==> config.mk <==
export PLATFORM = sky130hd
export DESIGN_NAME = tzht_ctrl
export DESIGN_NICKNAME = d
export VERILOG_FILES = /design/src/sv/tzht_pkg.sv /design/src/sv/tzht_ctrl.sv
export SDC_FILE = /design/constraint.sdc
export NUM_CORES = 1
export LEC_CHECK = 0
export ABC_CLOCK_PERIOD_IN_PS = 1100
export BUFFER_PORTS_ARGS = -buffer_cell sky130_fd_sc_hd__buf_2
export CAP_MARGIN = 10
export CORE_AREA = 8 8 45 47
export DETAILED_ROUTE_END_ITERATION = 12
export DIE_AREA = 0 0 53 55
export SETUP_SLACK_MARGIN = 0.3
export SYNTH_ARGS = -nofsm -noshare
export SYNTH_HDL_FRONTEND = slang
export SYNTH_SLANG_ARGS = --single-unit
export TNS_END_PERCENT = 1
==> constraint.sdc <==
create_clock -name aclk -period 1.1 [get_ports aclk]
set_input_delay 0.055 -clock aclk [delete_from_list [all_inputs] [get_ports aclk]]
set_output_delay 0.055 -clock aclk [all_outputs]
set_load 0.02 [all_outputs]
==> src/sv/tzht_pkg.sv <==
package tzht_pkg;

    localparam int MAX_ZONES    = 96;
    localparam int IDX_W        = (MAX_ZONES > 1) ? $clog2(MAX_ZONES) : 1;
    localparam int CNT_W        = $clog2(MAX_ZONES + 1);
    localparam int ZONE_COUNT_W = 7;
    localparam int KEY_W        = 16;
    localparam int COORD_W      = 16;
    localparam int CFG_IDX_W    = 8;

    typedef enum logic [2:0] {
        OP_REGISTER    = 3'd0,
        OP_REFRESH     = 3'd1,
        OP_REMOVE      = 3'd2,
        OP_POINT_QUERY = 3'd3,
        OP_BEGIN_PRESS = 3'd4,
        OP_FINGER_DOWN = 3'd5,
        OP_PRESS_EVENT = 3'd6
    } op_t;

    typedef enum logic [1:0] {
        ST_DONE     = 2'd0,
        ST_FULL     = 2'd1,
        ST_NO_KEY   = 2'd2,
        ST_NO_PULSE = 2'd3
    } status_t;

    localparam logic [CFG_IDX_W-1:0] CFG_HAPTIC_ENABLE      = CFG_IDX_W'(0);
    localparam logic [CFG_IDX_W-1:0] CFG_EARLY_PULSE_ENABLE = CFG_IDX_W'(1);

    typedef struct packed {
        op_t                        op;
        logic [KEY_W-1:0]           zone_key;
        logic signed [COORD_W-1:0]  left;
        logic signed [COORD_W-1:0]  top;
        logic signed [COORD_W-1:0]  right;
        logic signed [COORD_W-1:0]  bottom;
        logic signed [COORD_W-1:0]  point_x;
        logic signed [COORD_W-1:0]  point_y;
    } in_item_t;

    typedef struct packed {
        logic                    pulse;
        logic                    hit;
        status_t                 status;
        logic [ZONE_COUNT_W-1:0] zone_count;
    } out_item_t;

    typedef struct packed {
        logic signed [COORD_W-1:0] bottom;
        logic signed [COORD_W-1:0] right;
        logic signed [COORD_W-1:0] top;
        logic signed [COORD_W-1:0] left;
    } rect_t;

    typedef struct packed {
        logic load;
        logic scan_en;
        logic act;
        logic rd_last;
        logic move;
        logic out_load;
    } cmd_t;

    typedef struct packed {
        logic need_search;
        logic hit_now;
        logic last_now;
        logic do_move;
    } sts_t;

endpackage

==> src/sv/tzht_ctrl.sv <==
module tzht_ctrl
    import tzht_pkg::*;
(
    input  logic aclk,
    input  logic aresetn,
    input  logic s_valid,
    output logic s_ready,
    output logic m_valid,
    input  logic m_ready,
    input  sts_t sts,
    output cmd_t cmd
);

    typedef enum logic [2:0] {
        S_IDLE,
        S_DISPATCH,
        S_SCAN,
        S_ACT,
        S_RD_LAST,
        S_MOVE,
        S_FINISH
    } state_t;

    state_t state_reg, state_next;
    logic   m_valid_reg, m_valid_next;

    always_comb begin
        cmd          = '0;
        state_next   = state_reg;
        m_valid_next = m_valid_reg && !m_ready;
        case (state_reg)
            S_IDLE: begin
                if (s_valid) begin
                    cmd.load   = 1'b1;
                    state_next = S_DISPATCH;
                end
            end
            S_DISPATCH: begin
                state_next = sts.need_search ? S_SCAN : S_ACT;
            end
            S_SCAN: begin
                if (sts.hit_now || sts.last_now) begin
                    state_next = S_ACT;
                end else begin
                    cmd.scan_en = 1'b1;
                end
            end
            S_ACT: begin
                cmd.act    = 1'b1;
                state_next = sts.do_move ? S_RD_LAST : S_FINISH;
            end
            S_RD_LAST: begin
                cmd.rd_last = 1'b1;
                state_next  = S_MOVE;
            end
            S_MOVE: begin
                cmd.move   = 1'b1;
                state_next = S_FINISH;
            end
            S_FINISH: begin
                if (!m_valid_reg || m_ready) begin
                    cmd.out_load = 1'b1;
                    m_valid_next = 1'b1;
                    state_next   = S_IDLE;
                end
            end
            default: begin
                state_next = S_IDLE;
            end
        endcase
    end

    always_ff @(posedge aclk) begin
        if (!aresetn) begin
            state_reg   <= S_IDLE;
            m_valid_reg <= 1'b0;
        end else begin
            state_reg   <= state_next;
            m_valid_reg <= m_valid_next;
        end
    end

    assign s_ready = (state_reg == S_IDLE);
    assign m_valid = m_valid_reg;

endmodule

==> impl_metrics.toml <==
[run_status]
status = "finished with violations"
violations = "setup timing"

[routing]
route.vias.total = 320
post-route-drc-count = 0
avgViaCountPerCell = 4.38
final_wirelength_um = 755
route.detailed.wl_per_inst_um = 10.3
detail-route-antenna-nets = 0
initialDrtViolationCount = 2
first_pass_iters = 2

[cells_and_area]
design.final.nets = 67
post-route-util_pct = 35.7
areaGrowthSynthToFinish_pct = 102
drive_above_1_share_pct = 66.7
stdcell_area_um2 = 494
largest_reg_flops = 3
antennaDiodeCount = 0

[yosys]
synth_compound_gate_area_share_pct = 18.4
synth_mux_area_share_pct = 0
synth.largest_area_cell = "dfxtp_1"
synthSimpleGateAreaFrac_pct = 42.9
yosys_most_used_dff = "dfxtp_1"
synth.yosys.warnings = 0
ys_types = 15
post_synth_fa_ha_maj_area_fraction_pct = 0
synthesis.area_per_instance_um2 = 7.01
synthesis.nets = 43
async_reset_ff_share_pct = 0
synth-edff-count = 0
post-synth-top-count-cell = "nor2_1"
yosysTopAreaCellShare_pct = 32.7
fraction_of_the_yosys_area_taken_by_sequential_cells_pct = 32.7
synthTopCellsByCount = "5 x nor2_1, 4 x dfxtp_1, 4 x nand2_1, 4 x nor3_1"
ys_ff_latch = 4
syn_inst = 35
dominant_combinational_cell_family_by_area_after_synthesis = "simple AND/OR/NAND/NOR gates"
synth_top_cells_by_area = "dfxtp_1 33%, nor3b_1 9.2%, nor3_1 8.2%, nor2_1 7.7%, a21oi_1 6.1%"
mappedNetlistArea_um2 = 245
synth_xor_area_share_pct = 0

[timing]
total_negative_slack_for_setup_checks_ns = -0.108
slew_violations = 0
fmax_mhz = 847
setup_slack_ns = -0.0806
worst_tran_pin_value_ns = 0.184
finalHoldViolations = 0
min_period_over_period_pct = 107
finalWorstPathRequiredPeriod_ns = 1.18
setup-violations-final = 3
worst_slew_margin_rel_pct = 87.7
hold_slack_ns = 0.0877
unrepaired_setup_endpoints_after_global_routing = "true"
fin_worst_skew_ns = 0.000702

[clock_tree]
clkSlewWorstSetupHoldPaths_ns = 0.04
tritoncts.num_buffers = 3
clock_latency_ns = 0.24
root_buffer_cell = "clkbuf_4"
htree_levels = 1
clk_path_buf_depth = 2
numClockSinks = 4
clock_tree_from_tritoncts = "built"

[worst_setup_path]
crit_path_end_kind = "output pin"
path_max_fanout = 4
critical_path_class = "reg2out"
critical_path_required_ns = 1.04
cp-start-kind = "register"
arrival_ns = 1.13

[power]
leakage_nw = 0.233
sw_ratio_pct = 36.5
power.density_nw_per_um2 = 1560
clockPowerShare_pct = 23.8
p_seq_share_pct = 27.6
power.net_switching_uw = 282
power.ir.vdd_worst_mv = 0.619
cell_internal_pwr_uw = 491
combinationalPowerShare_pct = 48.6

[global_routing]
wire_length_of_the_first_global_routing_pass_mm = 1.20
grt.overflow.total = 0
grt_start_max_net_pins = 9
antenna_found_initial = 0
global_route.usage.total_pct = 5.90
number_of_global_route_vias_before_repair = 305

[floorplanning]
initial_utilization_pct = 17.7
dieArea_um2 = 2920
floorplan.die.width_um = 53
fp.dieH_um = 55
row_count = 14
fp.coreArea_um2 = 1380
io-pin-count = 16

[placement]
post_placement_worst_setup_slack_ns = 0.0635
routabilityCongestion = 0.768
port_buffers = 15
detailed_place.area_um2 = 402
hpwlAfterDp_um = 610

[hold_path]
timing.hold.worst.class = "in2reg"

[run]
max_cap_viol_count = 0
==> layout make-up <==
cell class              instances  area, µm²
clock buffers                   3       22.5
flip-flops and latches          4       87.6
repair buffers                 22        164
fillers                       140        890
multi-input cells              28        200
well taps                      16       20.0
==> critical path, cell delays in order, from the launching register on <==
cell	delay (ns)
dfxtp_2	0.33
buf_6	0.12
nor3_4	0.17
and2_4	0.16
buf_6	0.10
==> stage by stage <==
stage	instances	total power, mW
6_report	73	0.773
5_1_grt	73	0.829
3_3_place_gp	69	0.524
4_1_cts	73	0.771
3_5_place_dp	69	0.531
2_1_floorplan	35	0.416
==> cell families after synthesis <==
logic type | after synthesis
AO/OA/AOI/OAI | 8
buffers and inverters | 3
flip-flops | 4
AND/OR/NAND/NOR | 20
==> metal layers <==
layer	GRT usage (%)	vias to the layer above	part of all wire, %
met5	0	-	0
met2	8.79	12	46
li1	-	169	-
met3	2.67	2	13
met1	5.77	137	40
met4	6.47	0	1.2
==> worst paths after layout <==
check / to / cells after the start / from / slack, ns
setup reg to reg: state_reg[0] / 5 / state_reg[2] / 0.04
hold reg to reg: state_reg[1] / 1 / state_reg[1] / 0.45
hold / removal: m_valid / 2 / aresetn / 0.09
setup / recovery: cmd[5] / 4 / state_reg[2] / -0.08
==> power groups by stage <==
stage | registers, mW | clock network, mW | logic, mW
final | 0.213 | 0.184 | 0.376
after global routing | 0.219 | 0.204 | 0.406
after CTS | 0.208 | 0.191 | 0.372
after detailed placement | 0.200 | 0 | 0.331
after global placement | 0.197 | 0 | 0.328
after floorplan | 0.193 | 0 | 0.223
==> timing repair <==
action                                  4_1_cts  5_1_grt
pin swaps                                     2        2
endpoints found under the hold margin         0        0
buffers inserted                              1        0
resized for setup                            16        6
endpoints found under the setup margin       11       12
hold buffers                                  0        0
==> layout by cell type, fill, tap and decap left out, types with 2 or more instances in the layout <==
master / count
buf_6: 5
buf_2: 8
nor2_1: 4
a21oi_1: 3
clkbuf_4: 3
nor3b_2: 2
nor3_2: 2
o21ai_1: 2
buf_4: 9
dfxtp_2: 3
nand2_1: 3
(Power assumes the default switching activity.)
